**src/design/dpvs_pkg.sv**
```systemverilog
// Package for the decimal place-value splitter.
// Widths, power-of-ten table, status types and FSM states; no dependencies.
`timescale 1ns / 1ps
`default_nettype none

package dpvs_pkg;

  localparam int unsigned ValueBitsDefault = 64;
  localparam int unsigned ValueW           = 64;
  localparam int unsigned AddendW          = 64;
  localparam int unsigned DigitW           = 4;
  localparam int unsigned PlaceW           = 5;
  localparam int unsigned MaxPlaces        = 20;

  // decimal digits of 2**bits - 1
  function automatic int unsigned num_places(input int unsigned bits);
    return (bits * 30103) / 100000 + 1;
  endfunction

  function automatic logic [AddendW-1:0] pow_ten(input logic [PlaceW-1:0] place);
    logic [AddendW-1:0] p;
    case (place)
      5'd0:    p = 64'd1;
      5'd1:    p = 64'd10;
      5'd2:    p = 64'd100;
      5'd3:    p = 64'd1000;
      5'd4:    p = 64'd10000;
      5'd5:    p = 64'd100000;
      5'd6:    p = 64'd1000000;
      5'd7:    p = 64'd10000000;
      5'd8:    p = 64'd100000000;
      5'd9:    p = 64'd1000000000;
      5'd10:   p = 64'd10000000000;
      5'd11:   p = 64'd100000000000;
      5'd12:   p = 64'd1000000000000;
      5'd13:   p = 64'd10000000000000;
      5'd14:   p = 64'd100000000000000;
      5'd15:   p = 64'd1000000000000000;
      5'd16:   p = 64'd10000000000000000;
      5'd17:   p = 64'd100000000000000000;
      5'd18:   p = 64'd1000000000000000000;
      5'd19:   p = 64'd10000000000000000000;
      default: p = '0;
    endcase
    return p;
  endfunction

  typedef struct packed {
    logic busy;
    logic done;
  } conv_stat_t;

  typedef enum logic {
    ST_IDLE,
    ST_SCAN
  } emit_state_e;

endpackage

`default_nettype wire

```
**src/design/dpvs_conv.sv**
```systemverilog
// Bit-serial binary to BCD converter (shift and add-3), one input bit per cycle.
// Depends on dpvs_pkg.
`timescale 1ns / 1ps
`default_nettype none

module dpvs_conv import dpvs_pkg::*; #(
  parameter  int unsigned ValueBits = ValueBitsDefault,
  localparam int unsigned NumPlaces = num_places(ValueBits),
  localparam int unsigned BcdW      = NumPlaces * DigitW
) (
  input  wire logic                 clk_i,
  input  wire logic                 rst_ni,
  input  wire logic                 start_i,
  input  wire logic [ValueBits-1:0] value_i,
  output logic      [BcdW-1:0]      bcd_o,
  output conv_stat_t                stat_o
);

  localparam int unsigned CntW = $clog2(ValueBits + 1);

  logic                 busy_q, busy_d;
  logic                 done_q, done_d;
  logic [CntW-1:0]      cnt_q, cnt_d;
  logic [ValueBits-1:0] sh_q, sh_d;
  logic [BcdW-1:0]      bcd_q, bcd_d;
  logic [BcdW-1:0]      adj;

  always_comb begin
    for (int i = 0; i < NumPlaces; i++) begin
      adj[i*DigitW +: DigitW] = (bcd_q[i*DigitW +: DigitW] >= 4'd5)
                              ? bcd_q[i*DigitW +: DigitW] + 4'd3
                              : bcd_q[i*DigitW +: DigitW];
    end
  end

  always_comb begin
    busy_d = busy_q;
    cnt_d  = cnt_q;
    sh_d   = sh_q;
    bcd_d  = bcd_q;
    done_d = 1'b0;
    if (start_i) begin
      busy_d = 1'b1;
      cnt_d  = CntW'(ValueBits);
      sh_d   = value_i;
      bcd_d  = '0;
    end else if (busy_q) begin
      sh_d   = sh_q << 1;
      bcd_d  = {adj[BcdW-2:0], sh_q[ValueBits-1]};
      cnt_d  = cnt_q - 1'b1;
      if (cnt_q == CntW'(1)) begin
        busy_d = 1'b0;
        done_d = 1'b1;
      end
    end
  end

  always_ff @(posedge clk_i or negedge rst_ni) begin
    if (!rst_ni) begin
      busy_q <= 1'b0;
      done_q <= 1'b0;
      cnt_q  <= '0;
    end else begin
      busy_q <= busy_d;
      done_q <= done_d;
      cnt_q  <= cnt_d;
    end
  end

  always_ff @(posedge clk_i) begin
    sh_q  <= sh_d;
    bcd_q <= bcd_d;
  end

  assign bcd_o       = bcd_q;
  assign stat_o.busy = busy_q;
  assign stat_o.done = done_q;

endmodule

`default_nettype wire

```
**config.mk**
```make
export PLATFORM = sky130hd
export DESIGN_NAME = dpvs_conv
export DESIGN_NICKNAME = d
export VERILOG_FILES = /design/src/design/dpvs_pkg.sv /design/src/design/dpvs_conv.sv
export SDC_FILE = /design/constraint.sdc
export NUM_CORES = 1
export LEC_CHECK = 0
export ABC_CLOCK_PERIOD_IN_PS = 2800
export BUFFER_PORTS_ARGS = -buffer_cell sky130_fd_sc_hd__buf_2
export CORE_UTILIZATION = 30
export DETAILED_ROUTE_END_ITERATION = 8
export GPL_ROUTABILITY_DRIVEN = 1
export PLACE_DENSITY_LB_ADDON = 0.08
export SLEW_MARGIN = 10
export SYNTH_ARGS = -nofsm -noshare
export SYNTH_HDL_FRONTEND = slang
export SYNTH_SLANG_ARGS = --single-unit
```
**constraint.sdc**
```tcl
create_clock -name clk_i -period 2.8 [get_ports clk_i]
set_clock_uncertainty 0.05 [all_clocks]
set_input_delay 0.28 -clock clk_i [delete_from_list [all_inputs] [get_ports clk_i]]
set_output_delay 0.28 -clock clk_i [all_outputs]
set_load 0.005 [all_outputs]
```
# [Word level (Yosys, flattened, before mapping)]
# Cells that the tools add are included.
[classes] n_addsub=21 order_cmp=20 n_eq_ne=1 muxes=30 reduce_logical=1
[ops] operator="64-bit two-way mux" n=2
[ops] operator="4-bit by 3-bit greater-or-equal comparator with 1-bit output (second input constant)" n=20
[ops] operator="4-bit by 2-bit adder with 4-bit output (second input constant)" n=19
[ops] operator="4-bit two-way mux" n=19
[ops] operator="7-bit two-way mux" n=2
[ops] operator="7-bit by 1-bit == test with 1-bit output (second input constant)" n=1
[ops] operator="7-bit by 1-bit subtractor with 7-bit output (second input constant)" n=1
[ops] operator="1-bit two-way mux" n=6
[ops] operator="3-bit by 2-bit adder with 3-bit output (second input constant)" n=1
[ops] operator="3-bit two-way mux" n=1
[ops] operator="2-bit nonzero test" n=1
[word_totals] register_bits=153 inputBits=67 out_inout_bits=82

# [Depth between registers and ports, before layout]
# Gate-level depths: netlist of the first run.
[logic_depth] ltp_word=4 ltp_mapped=6

# [Worst setup path before layout of the first run]
# OpenSTA, ideal clock, no wires.
[synth_timing] path_kind="flip-flop to flip-flop" start="register busy_q" end="register sh_q[0], enable pin" setup_ps=426 t_arrival_ps=2279 slack_ps=45 stages_incl_launch_ff=5 path_buffers=3 period_less_slack_ps=2755 cell_sequence="dfrtp_1 -> buf_4 -> buf_2 -> buf_2 -> or2_1"
[synth_via] elab_chain_cells=1
[synth_lines] item="from (decl)" line_no="dpvs_conv.sv:21" rtl="logic busy_q, busy_d;"
[synth_lines] item="from (signal assigned)" line_no="dpvs_conv.sv:64" rtl="busy_q <= busy_d;"
[synth_lines] item="2-bit nonzero test (no line)"
[synth_lines] item="to (signal assigned)" line_no="dpvs_conv.sv:71" rtl="sh_q <= sh_d;"
[synth_lines] item="to (decl)" line_no="dpvs_conv.sv:24" rtl="logic [ValueBits-1:0] sh_q, sh_d;"
# No other way between the ends.
# A chain may end at the register's enable or synchronous reset.

# [Worst setup path in the final report of the first run]
[layout_timing] start="register bcd_q[20], in the netlist bcd_o[20]" end="register bcd_q[24], in the netlist bcd_o[24]"
[layout_via] elab_chain_cells=2 elab_cells_between_ends=3
[layout_lines] item="from (decl)" line_no="dpvs_conv.sv:25" rtl="logic [BcdW-1:0] bcd_q, bcd_d;"
[layout_lines] item="from (signal assigned)" line_no="dpvs_conv.sv:72" rtl="bcd_q <= bcd_d;"
[layout_lines] item="4-bit by 2-bit adder with 4-bit output or 4-bit by 3-bit greater-or-equal comparator with 1-bit output (tied branches)" line_no="dpvs_conv.sv:31, dpvs_conv.sv:30"
[layout_lines] item="4-bit two-way mux (*)" line_no="dpvs_conv.sv:31" rtl="? bcd_q[i*DigitW +: DigitW] + 4'd3"
# Every way passes the cells marked *; elsewhere a longest branch is shown, timed or not.

==> metrics.md, run 1 <==
| Metric | Value |
|---|---|
| Die X | `roughly 170 µm` |
| Worst reg2reg endpoint | `bcd_o[24]$_SDFFE_PP0P_` |
| R2R cell count | `6` |
| RSZ-0062 raised after global routing | `false` |
| Layout cell share with drive strength beyond 1 | `31.3%` |
| Via density | `~5` |
| Crit end category | `flip-flop` |
| First drt pass iteration count | `6` |
| Post-synth ARST share | `about 6%` |
| Flops & latches, synth | `between 150 and 200` |
| # diodes | `0` |
| Clk pwr share | `around two fifths` |
| Max FO, Critical Path | `6` |
| Cells after synthesis | `800` |
| Pin slew with the least headroom to its limit | `0.656 ns` |
| Setup Viol. Count Final | `0` |
| Gr busiest metal | `met2` |
| Initial DRC Count | `between 400 and 500` |
| M3 GR Usage | `under 10%` |
| Initial Util | `30.8%` |
| Critical path class | `flip-flop to flip-flop` |
| Max cap viols | `0` |
| Post-synth EDFFs | `64` |
| Placed cell area | `9140 µm²` |
| Final TNS setup | `0 ns` |
| Nets | `roughly 1000` |
| Cts bufs inserted | `17` |
| Hold Startpoint | `value_i[0]` |
| Hold Crit Class | `input pin to flip-flop` |
| Crit start category | `flip-flop` |
| R2R Path Start | `bcd_o[20]$_SDFFE_PP0P_` |
| Sw power | `approximately 2 mW` |
| # Post-CTS Setup Buffers | `0` |
| Outcome | `finished with violations` |
| Post-Syn Area | `8100 µm²` |
| Int Pwr | `roughly 5 mW` |
| Max Clk Rate | `586 MHz` |
| Skew-Pair Late Insertion Delay | `roughly 0.43 ns` |
| Pins Over Slew Limit | `0` |
| Antenna violations before repair | `0` |
| Critical Path Source | `bcd_o[20]$_SDFFE_PP0P_` |
| Port Buffer Count | `148` |
| CTS H-tree depth | `4` |
| Routed Antenna Nets | `0` |
| Sequential fraction of design power | `42.8%` |
| Ratio of final minimum period to clock period | `between 60% and 70%` |
| Slew HR | `a little under three fifths` |
| CTS tree | `built` |
| Pwr Density | `between 700 and 800 nW/µm²` |
| CTS sink count | `between 150 and 200` |
| Number of global-route vias before repair | `6104` |
| Placed Cells | `1250` |
| Grt met1 use | `18.4%` |
| Sequential-to-total area share from yosys stat | `46.3%` |
| Hold endpoint | `sh_q[0]$_SDFFCE_PN0P_` |
| VDD IR-drop max | `0.362 mV` |
| P&R area growth vs syn | `21.4%` |
| Yosys Warn Count | `0` |
| # DRC | `7` |
| DR vias | `about 6400` |
| Largest net degree at the start of global routing | `117` |
| Routed len/inst | `roughly 15 µm` |
| IO Pins | `149` |
| Root Buffer | `clkbuf_16` |
| Violated checks | `DRC` |
| Final non-filler cell total | `approximately 1300` |
| Sw frac | `around 29%` |
| Row count | `a little under 60` |
| Longest Clk Path Bufs | `2` |
| Die Y | `166 µm` |
| FF-to-FF setup slack | `around 1.1 ns` |
| Static leakage | `between 3 and 4 nW` |
| Avg Cell Area, Syn | `a little over 10 µm²` |
| CTS resizes | `0` |
| Mapped Nets | `a little over 900` |
| Worst EP arrival | `1.98 ns` |
| Global Route Usage Sum | `between 10 and 15%` |
| Required @ worst endpoint | `3.07 ns` |
| CTS clk-pin slew, worst paths | `approximately 0.07 ns` |
| Comb power frac | `between 10% and 20%` |
| Core area | `around 26000 µm²` |
| Hold path depth | `2` |
| Post-synthesis cell type count | `43` |
| Die area | `~28000 µm²` |
| Final instance area | `between 9000 and 10000 µm²` |
| Ys flop type | `dfxtp_1` |
| Placed wire-length estimate | `approximately 12000 µm` |
| Final Critical Period | `roughly 1.7 ns` |
| Final RePlAce weighted congestion | `between 0.7 and 0.8` |
| Routed WL | `between 15000 and 20000 µm` |
| Number of hold violations in the final report | `0` |
| Met2 Track Usage GR | `a little under a quarter` |
| Grt total ovfl | `0` |
| First-pass GRT wire length | `roughly 32000 µm` |
==> Yosys cell counts (3+ instances only) <==
| cell | instances | area share [%] |
|---|---|---|
| a311oi_2 | 19 | 3.5 |
| nand4_1 | 20 | 1.5 |
| buf_2 | 25 | 1.5 |
| xnor2_1 | 3 | 0.32 |
| inv_1 | 81 | 3.8 |
| or3_1 | 19 | 1.5 |
| edfxtp_1 | 64 | 24 |
| a21bo_2 | 17 | 2.1 |
| clkbuf_1 | 5 | 0.23 |
| dfxtp_1 | 80 | 20 |
| buf_4 | 8 | 0.74 |
| nand3_1 | 21 | 1.3 |
| nand2_1 | 40 | 1.9 |
| o32ai_1 | 19 | 2.1 |
| mux2_2 | 63 | 8.8 |
| o22ai_1 | 19 | 1.5 |
| nor3_1 | 20 | 1.2 |
| o21ai_0 | 39 | 2.4 |
| ha_1 | 42 | 6.5 |
| o22a_2 | 6 | 0.74 |
| a21oi_1 | 59 | 3.6 |
| xor2_1 | 3 | 0.32 |
| o22a_1 | 13 | 1.4 |
| nor2_1 | 45 | 2.1 |
| o21ai_1 | 38 | 2.3 |
| dfrtp_1 | 9 | 2.8 |
==> per-layer routing <==
layer	routed length [µm]	vias up
met5	0	-
met4	223	0
met3	728	13
met2	9170	111
met1	9040	3062
li1	-	3209
==> cells by family (layout without fill, tap and decap cells) <==
kind of cell             Yosys count  after routing  share of synthesized area, %
AO/OA/AOI/OAI                    235            235                          20.3
AND/OR/NAND/NOR                  179            179                          10.9
flip-flops                       153            153                          46.3
buffers and inverters            121            269                          6.46
multiplexers                      64             64                          8.88
adder cells (fa/ha/maj)           42             42                          6.49
XOR/XNOR                           6              6                         0.649
==> critical path: stages (launching register included) <==
cell      delay (ns)
dfxtp_1         0.46
inv_1           0.09
ha_1            0.24
inv_1           0.06
o21ai_1         0.10
or3_1           0.35
a311oi_2        0.26
==> cell usage in the layout, fill, tap and decap left out, drive strengths merged, types with 5 or more instances in the layout <==
| cell type | synthesis | routed |
|---|---|---|
| dfrtp | 9 | 9 |
| or3 | 19 | 19 |
| edfxtp | 64 | 64 |
| a21oi | 59 | 59 |
| bufinv | 0 | 5 |
| a311oi | 19 | 19 |
| buf | 35 | 155 |
| a21bo | 19 | 19 |
| clkbuf | 5 | 17 |
| nand3 | 21 | 21 |
| nand4 | 20 | 20 |
| o22ai | 19 | 19 |
| o32ai | 19 | 19 |
| nor3 | 21 | 21 |
| o22a | 19 | 19 |
| nand2 | 40 | 40 |
| ha | 42 | 42 |
| mux2 | 63 | 63 |
| o21ai | 77 | 77 |
| dfxtp | 80 | 80 |
| nor2 | 45 | 45 |
| inv | 81 | 88 |
==> power by group through the flow <==
stage	Clock, mW	Combinational [mW]	Sequential (mW)
finish	2.70	1.30	2.99
floorplan	0	0.930	2.97
CTS	2.80	1.31	3.00
global route	2.89	1.49	3.05
global placement	0	1.31	3.05
detailed placement	0	1.31	3.04
==> final cells by class <==
type	instances	area, µm²
inverters	81	304
repair buffers	156	847
flip-flops and latches	153	3750
clock inverters	15	258
multi-input cells	526	3830
fillers	2701	16400
clock buffers	17	425
well taps	335	419
==> how the worst max path moves through the flow <==
stage                             end  slack [ns]
2_1_floorplan   sh_q[0]$_SDFFCE_PN0P_        0.04
3_3_place_gp       sh_q[16]$_DFFE_PP_        0.96
3_5_place_dp       sh_q[14]$_DFFE_PP_        0.98
4_1_cts        bcd_o[24]$_SDFFE_PP0P_        1.06
5_1_grt        bcd_o[24]$_SDFFE_PP0P_        0.91
6_report       bcd_o[24]$_SDFFE_PP0P_        1.09
==> through the flow <==
step	setup WS (ns)	utilization (%)	hold WS (ns)	total power, mW
global placement	0.961	34.8	0.111	4.36
finish	1.09	37.4	0.0841	6.99
global route	0.911	37.4	0.0738	7.43
CTS	1.06	37.4	0.0645	7.11
floorplan	0.0447	-	-0.0656	3.90
detailed placement	0.983	34.8	0.117	4.35
==> state kept, by name, summed over array words and instances (netlist names) <==
| name | flops |
|---|---|
| cnt_q | 7 |
| done_q | 1 |
| busy_q | 1 |
| sh_q | 64 |
| bcd_o | 80 |
==> what timing repair did <==
| item | in CTS | in global routing |
|---|---|---|
| endpoints found under the setup margin | 0 | 0 |
| endpoints found under the hold margin | 9 | 0 |
| hold buffers | 1 | 0 |
Note: power is estimated with default switching activity, not from simulation.
==> run 2, diff against run 1 <==
--- a/config.mk
+++ b/config.mk
@@ -5,7 +5,8 @@
 export SDC_FILE = /design/constraint.sdc
 export NUM_CORES = 1
 export LEC_CHECK = 0
-export ABC_CLOCK_PERIOD_IN_PS = 2800
+export ABC_AREA = 1
+export ABC_CLOCK_PERIOD_IN_PS = 1400
 export BUFFER_PORTS_ARGS = -buffer_cell sky130_fd_sc_hd__buf_2
 export CORE_UTILIZATION = 30
 export DETAILED_ROUTE_END_ITERATION = 8
==> constraint.sdc (replaced) <==
create_clock -name clk_i -period 1.4 [get_ports clk_i]
set_clock_uncertainty 0.05 [all_clocks]
set_input_delay 0.14 -clock clk_i [delete_from_list [all_inputs] [get_ports clk_i]]
set_output_delay 0.14 -clock clk_i [all_outputs]
set_load 0.005 [all_outputs]
==> run 2 against run 1 <==
The run now ends clean. Synthesized cell count is 31% higher. Routed wire length is 5.6% higher. Critical endpoint is now stat_o[1]. Register-to-register slack worse by 1.0 ns. Sequential power is 68% higher. Global-route usage is 1.4 points higher. Synthesized area is 3.5% lower. Worst hold slack worse by 0.0095 ns. Non-clock buffer count is 107 higher.
==> metrics.md, run 2 <==
| Metric | Value |
|---|---|
| Ys flop type | `dfxtp_1` |
| Die Y | `163 µm (-1.8%)` |
| Synth top area cells | `nand2_1 (25%), edfxtp_1 (25%), dfxtp_1 (20%)` |
| Post-synth ARST share | `5.88% (unchanged)` |
| RSZ-0062 raised after global routing | `true` |
| Yosys Warn Count | `0 (unchanged)` |
| Port Buffer Count | `148 (unchanged)` |
| Pwr Total | `10.4 mW (+49%)` |
| Fill count | `2649 (-1.9%)` |
| FF-to-FF setup slack | `0.08 ns (-1.01 ns)` |
| Synth Area in XOR/XNOR | `0% (-0.65 points)` |
| VDD IR-drop max | `0.495 mV (+37%)` |
| Sequential-to-total area share from yosys stat | `48.0% (+1.7 points)` |
| Placed wire-length estimate | `13500 µm (+11%)` |
| Pins Over Slew Limit | `0 (unchanged)` |
| Final non-filler cell total | `1639 (+28%)` |
| DR vias | `7198 (+13%)` |
| Root Buffer | `clkbuf_16` |
| First-pass GRT wire length | `32600 µm (+3.0%)` |
| CTS H-tree depth | `4 (unchanged)` |
| Gr busiest metal | `met2` |
| Avg Cell Area, Syn | `7.45 µm² (-26%)` |
| Longest Clk Path Bufs | `2 (unchanged)` |
| Global Route Usage Sum | `15.4% (+1.4 points)` |
| Via density | `4.39 (-12%)` |
| Cts bufs inserted | `17 (unchanged)` |
| Antenna violations before repair | `0 (unchanged)` |
| Final TNS setup | `0 ns (unchanged)` |
| Skew-Pair Late Insertion Delay | `0.42 ns (about the same)` |
| Max Clk Rate | `around 730 MHz` |
| Flops & latches, synth | `153 (unchanged)` |
| CP cell instances | `buf_6 -> buf_2` |
| Pwr Density | `992 nW/µm² (+39%)` |
| P&R area growth vs syn | `34.8%` |
| CTS tree | `built` |
| Top cells by count, synth | `nand2_1 (522), nand3_1 (144), inv_1 (89), dfxtp_1 (80), edfxtp_1 (64)` |
| Met2 Track Usage GR | `24.6% (+1.6 points)` |
| Leading cell type in the layout, fill and taps excluded | `nand2_1` |
| Outcome | `complete, no violations` |
| Slowest-stage cell, CP | `dfrtp_2` |
| CP bufs+invs | `2 (unchanged)` |
| Final RePlAce weighted congestion | `0.773 (-0.32%)` |
| Max FO, Critical Path | `10 (+4)` |
| Number of hold violations in the final report | `0 (unchanged)` |
| # diodes | `0 (unchanged)` |
| Cell family with most CP delay | `flip-flops` |
| Layout cell share with drive strength beyond 1 | `20.1% (-11 points)` |
| Row count | `58 (-1.7%)` |
| Required @ worst endpoint | `1.21 ns (-1.86 ns)` |
| R2R cell count | `3 (-3)` |
| Yosys top cell area share | `25.1% (+1.3 points)` |
| Routed Antenna Nets | `0 (unchanged)` |
| Crit end category | `output port` |
| Pin slew with the least headroom to its limit | `0.258 ns (-0.397 ns)` |
| Largest family of logic cells by synthesized area | `simple AND/OR/NAND/NOR gates` |
| Post-Syn Area | `7810 µm² (-3.5%)` |
| CTS clk-pin slew, worst paths | `0.06 ns (about the same)` |
| Slew HR | `82.8% (+26 points)` |
| Routed len/inst | `12.3 µm (-17%)` |
| Crit start category | `flip-flop` |
| Core area | `25400 µm² (-3.4%)` |
| Post-synth EDFFs | `64 (unchanged)` |
| Setup Viol. Count Final | `0 (unchanged)` |
| First drt pass iteration count | `7 (+1)` |
| Grt total ovfl | `0 (unchanged)` |
| Most common cell in the netlist | `nand2_1` |
| Synth Area in Compound Gates | `3.52% (-17 points)` |
| Die area | `26700 µm² (-3.5%)` |
| # DRC | `0 (-7)` |
| Grt met1 use | `21.0% (+2.6 points)` |
| Worst EP arrival | `1.17 ns (-0.81 ns)` |
| Static leakage | `5.56 nW (+45%)` |
| Number of global-route vias before repair | `6563 (+7.5%)` |
| Final Critical Period | `around 1.4 ns` |
| CTS sink count | `153 (unchanged)` |
| Hold Crit Class | `input pin to async pin` |
| Largest net degree at the start of global routing | `64 (-45%)` |
| Routed WL | `20200 µm (+5.6%)` |
| Worst reg2reg endpoint | `sh_q[60]$_DFFE_PP_` |
| Ratio of final minimum period to clock period | `97.4%` |
| Slowest cell delay on critical path | `0.46 ns (about the same)` |
| Post-Synth Adder-Cell Area | `6.73% (+0.24 points)` |
| Max cap viols | `0 (unchanged)` |
| R2R Path Start | `busy_q$_DFF_PN0_` |
| Mapped Nets | `1158 (+27%)` |
| Initial Util | `30.8% (-0.054 points)` |
| Initial DRC Count | `277 (-38%)` |
| Simple logic cell fraction of the synthesized area | `35.1% (+24 points)` |
| Die X | `163 µm (-1.8%)` |
| Largest register FFs | `80 (unchanged)` |
| Critical path class | `flip-flop to output port` |
| Placed Cells | `1537 (+23%)` |
| IO Pins | `149 (unchanged)` |
| Most frequent cells in the layout | `nand2_1 (517), buf_2 (148), nand3_1 (144)` |
| Post-synthesis cell type count | `23 (-47%)` |
| Nets | `1405 (+35%)` |
| M3 GR Usage | `3.53% (+0.34 points)` |
| Cells after synthesis | `1049 (+31%)` |
| Top cell type by total area after synthesis | `nand2_1` |
| Mux contribution to synthesized area | `0% (-8.9 points)` |
## run 2: cell count changes after synthesis, moves of 29 or more
cell / previous run / this run
nand3_1: 21 / 144
a21oi_1: 59 / 4
nor2_1: 45 / 9
o21ai_1: 38 / 9
nand2_1: 40 / 522
mux2_2: 63 / 0
## run 2: cell type report
type / instances / area (µm²) / area share, %
multi-input cells: 769 / 3560 / 33.8
clock inverters: 15 / 129 / 1.22
repair buffers: 263 / 1880 / 17.9
well taps: 330 / 413 / 3.92
inverters: 92 / 353 / 3.35
clock buffers: 17 / 425 / 4.04
flip-flops and latches: 153 / 3770 / 35.8
## run 2: per-stage QoR
step / hold WS (ns) / setup WS (ns) / util [%] / instance area, µm²
after global placement: -0.0331 / 0.0657 / 36.3 / 9220
after CTS: 0.0874 / 0.00567 / 41.1 / 10400
after floorplan: -0.206 / -0.594 / - / 7820
after global routing: 0.0902 / -0.0236 / 41.5 / 10500
after detailed placement: -0.0387 / 0.0533 / 36.3 / 9220
final: 0.0746 / 0.0365 / 41.5 / 10500
## run 2: logic make-up (layout without fill, tap and decap cells)
kind of cell / after synthesis / in the layout
AND/OR/NAND/NOR: 679 / 679
adder cells (fa/ha/maj): 42 / 42
AO/OA/AOI/OAI: 48 / 48
buffers and inverters: 127 / 387
flip-flops: 153 / 153
## run 2: where the power goes
part / internal [mW] / total (mW) / switching, mW
Sequential: 4.94 / 5.03 / 0.0974
Combinational: 0.452 / 0.974 / 0.522
Clock: 2.33 / 4.44 / 2.11
Total: 7.72 / 10.4 / 2.72
## run 2: what timing repair did
item / in CTS / in global routing
buffers inserted: 1 / 2
setup endpoints to repair: 1 / 31
pin swaps: 0 / 1
cloned: 0 / 2
hold buffers: 65 / 0
resized for setup: 1 / 21
endpoints found under the hold margin: 73 / 0
## run 2: per-layer routing
metal	vias to the layer above	wire length, µm
li1	3838	-
met1	3224	10300
met2	129	8950
met3	7	829
met4	0	118
met5	-	0
## run 2: how the worst max path moves through the flow
stage	from	end	slack [ns]	depth (start not counted)
CTS	busy_q$_DFF_PN0_	stat_o[1]	0.006	2
finish	busy_q$_DFF_PN0_	stat_o[1]	0.04	2
global route	busy_q$_DFF_PN0_	stat_o[1]	-0.02	2
detailed placement	start_i	sh_q[31]$_DFFE_PP_	0.05	5
floorplan	busy_q$_DFF_PN0_	sh_q[0]$_SDFFCE_PN0P_	-0.59	2
global placement	start_i	sh_q[35]$_DFFE_PP_	0.07	5
==> run 3, diff against run 2 <==
--- a/config.mk
+++ b/config.mk
@@ -11,7 +11,6 @@
 export CORE_UTILIZATION = 30
 export DETAILED_ROUTE_END_ITERATION = 8
 export GPL_ROUTABILITY_DRIVEN = 1
-export PLACE_DENSITY_LB_ADDON = 0.08
 export SLEW_MARGIN = 10
 export SYNTH_ARGS = -nofsm -noshare
 export SYNTH_HDL_FRONTEND = slang
==> run 3 against run 2 <==
Flip-flop and latch count unchanged. Routed wire length increased by 1.6%. Combinational power increased by 0.8%. Highest routed layer unchanged. Cell area decreased by 0.45%. Critical endpoint is now sh_q[17]$_DFFE_PP_.
==> metrics.md, run 3 (same netlist as run 2, synthesis figures left out) <==
| Metric | Value |
|---|---|
| Outcome | `complete, no violations` |
| Setup Viol. Count Final | `0 (unchanged)` |
| Antenna violations before repair | `1 (+1)` |
| R2R cell count | `3 (unchanged)` |
| Placed cell area | `9080 µm² (-1.5%)` |
| Row count | `58 (unchanged)` |
| Core area | `25400 µm² (unchanged)` |
| VDD IR-drop max | `0.621 mV (+26%)` |
| Clk pwr share | `43.6% (+1.1 points)` |
| Global Route Usage Sum | `15.5% (+0.042 points)` |
| Cell family with most CP delay | `flip-flops` |
| R2R Path Start | `busy_q$_DFF_PN0_` |
| Max cap viols | `0 (unchanged)` |
| Port Buffer Count | `148 (unchanged)` |
| Most frequent cells in the layout | `nand2_1 (519), buf_2 (148), nand3_1 (144)` |
| Max FO, Critical Path | `32 (+22)` |
| Die area | `26700 µm² (unchanged)` |
| Fill count | `2542 (-4.0%)` |
| Routed Antenna Nets | `0 (unchanged)` |
| Crit end category | `flip-flop` |
| Pin slew with the least headroom to its limit | `0.641 ns (+0.383 ns)` |
| Die X | `163 µm (unchanged)` |
| Root Buffer | `clkbuf_16` |
| Layout cell share with drive strength beyond 1 | `19.2% (-0.86 points)` |
| Sequential fraction of design power | `47.2% (-1.0 points)` |
| IO Pins | `149 (unchanged)` |
| FF-to-FF setup slack | `0.006 ns (-0.07 ns)` |
| DR vias | `7312 (+1.6%)` |
| Longest Clk Path Bufs | `2 (unchanged)` |
| Multi-input combinational cell area | `3560 µm² (about the same)` |
| CP cell instances | `nor2_4 -> clkinvlp_4 -> clkbuf_16` |
| # DRC | `0 (unchanged)` |
| Final Worst Setup Slack | `0.00639 ns (-0.0301 ns)` |
| Static leakage | `5.53 nW (-0.66%)` |
| Number of global-route vias before repair | `6690 (+1.9%)` |
| Die Y | `163 µm (unchanged)` |
| Final RePlAce weighted congestion | `0.819 (+6.0%)` |
| Slowest-stage cell, CP | `dfrtp_2` |
| Pins Over Slew Limit | `0 (unchanged)` |
| Comb power frac | `9.2% (about the same)` |
| CTS H-tree depth | `4 (unchanged)` |
| Register Area | `3770 µm² (about the same)` |
| Int Pwr | `7.79 mW (+0.93%)` |
| Initial DRC Count | `481 (+74%)` |
| Slew HR | `57.2% (-26 points)` |
| First drt pass iteration count | `5 (-2)` |
| Required @ worst endpoint | `1.53 ns (+0.32 ns)` |
| CTS tree | `built` |
| Largest net degree at the start of global routing | `66 (+3.1%)` |
| Nets | `1391 (-1.0%)` |
| Placed Cells | `1521 (-1.0%)` |
| Final instance area | `10500 µm² (-0.45%)` |
| Final non-filler cell total | `1626 (-0.79%)` |
| Critical path class | `flip-flop to flip-flop` |
| Largest register FFs | `80 (unchanged)` |
| Cts bufs inserted | `17 (unchanged)` |
| Sw frac | `27.0% (+0.95 points)` |
| Post-place setup slack | `0.0524 ns (-0.000919 ns)` |
| CTS clk-pin slew, worst paths | `0.07 ns (about the same)` |
| Worst reg2reg endpoint | `sh_q[17]$_DFFE_PP_` |
| Ratio of final minimum period to clock period | `99.5% (+2.2 points)` |
| Number of hold violations in the final report | `0 (unchanged)` |
| Leading cell type in the layout, fill and taps excluded | `nand2_1` |
| Pwr Density | `1020 nW/µm² (+2.7%)` |
| P&R area growth vs syn | `34.2%` |
| Sw power | `2.89 mW (+6.0%)` |
| Hold Crit Class | `input pin to async pin` |
| Grt total ovfl | `0 (unchanged)` |
| Slowest cell delay on critical path | `0.46 ns (about the same)` |
| Final TNS setup | `0 ns (unchanged)` |
| Crit start category | `flip-flop` |
| RSZ-0062 raised after global routing | `true` |
| First-pass GRT wire length | `32800 µm (+0.47%)` |
| Routed WL | `20600 µm (+1.6%)` |
| Final Critical Period | `1.39 ns (+0.0301 ns)` |
| CTS sink count | `153 (unchanged)` |
| Routed len/inst | `12.6 µm (+2.4%)` |
| Initial Util | `30.8% (unchanged)` |
| Via density | `4.50 (+2.4%)` |
| Worst EP arrival | `1.53 ns (+0.36 ns)` |
| CP bufs+invs | `2 (unchanged)` |
| Skew-Pair Late Insertion Delay | `0.44 ns (+0.02 ns)` |
| Max Clk Rate | `718 MHz (-2.2%)` |
| Final core utilization | `41.3% (-0.19 points)` |
| Placed wire-length estimate | `12900 µm (-4.7%)` |
## run 3: per-stage QoR
stage / hold slack (ns) / total power [mW]
2_1_floorplan: -0.206 / 5.61
3_3_place_gp: -0.0403 / 5.92
3_5_place_dp: -0.0430 / 5.93
4_1_cts: 0.0411 / 10.8
5_1_grt: 0.0500 / 11.2
6_report: 0.0375 / 10.7
## run 3: worst max-delay path by stage
| stage | start | endpoint | slack, ns | cells after the start |
|---|---|---|---|---|
| 4_1_cts | busy_q$_DFF_PN0_ | stat_o[1] | 0.03 | 2 |
| 3_5_place_dp | start_i | sh_q[18]$_DFFE_PP_ | 0.05 | 4 |
| 6_report | busy_q$_DFF_PN0_ | sh_q[17]$_DFFE_PP_ | 0.006 | 3 |
| 3_3_place_gp | start_i | sh_q[27]$_DFFE_PP_ | 0.09 | 4 |
| 2_1_floorplan | busy_q$_DFF_PN0_ | sh_q[0]$_SDFFCE_PN0P_ | -0.59 | 2 |
| 5_1_grt | busy_q$_DFF_PN0_ | sh_q[17]$_DFFE_PP_ | -0.04 | 3 |
## run 3: what timing repair did
action / 4_1_cts / 5_1_grt
setup buffers: 1 / 2
pin swaps: 0 / 1
endpoints found under the hold margin: 74 / 0
hold buffers: 66 / 0
cloned: 0 / 3
endpoints found under the setup margin: 1 / 36
gates resized for setup: 3 / 20
## run 3: power groups by stage
| stage | Sequential, mW | Clock (mW) | Combinational [mW] |
|---|---|---|---|
| 6_report | 5.04 | 4.66 | 0.982 |
| 3_5_place_dp | 5.14 | 0 | 0.797 |
| 2_1_floorplan | 5.11 | 0 | 0.498 |
| 3_3_place_gp | 5.13 | 0 | 0.787 |
| 5_1_grt | 5.07 | 4.98 | 1.11 |
| 4_1_cts | 5.04 | 4.80 | 0.942 |
## run 3: final cells by class
type / count / share of cell area (%)
Sequential cell: 153 / 35.9
Clock buffer: 17 / 4.06
Clock inverter: 15 / 1.61
Antenna cell: 1 / 0.0239
Tap cell: 330 / 3.94
Timing Repair Buffer: 249 / 17.1
Inverter: 92 / 3.33
Multi-Input combinational cell: 769 / 34.0
## run 3: worst reg2reg max path, cell delays in order (launching register included)
cell        delay (ns)
dfrtp_2           0.46
nor2_4            0.16
clkinvlp_4        0.20
clkbuf_16         0.26
## run 3: layer usage
metal	global-route usage, %	share of wire, %	wire [µm]	vias to the layer above
li1	-	-	-	3822
met1	20.4	48	9930	3288
met5	0	0	0	-
met4	5.48	1.2	252	0
met2	24.3	44	9120	183
met3	3.89	6.1	1260	19
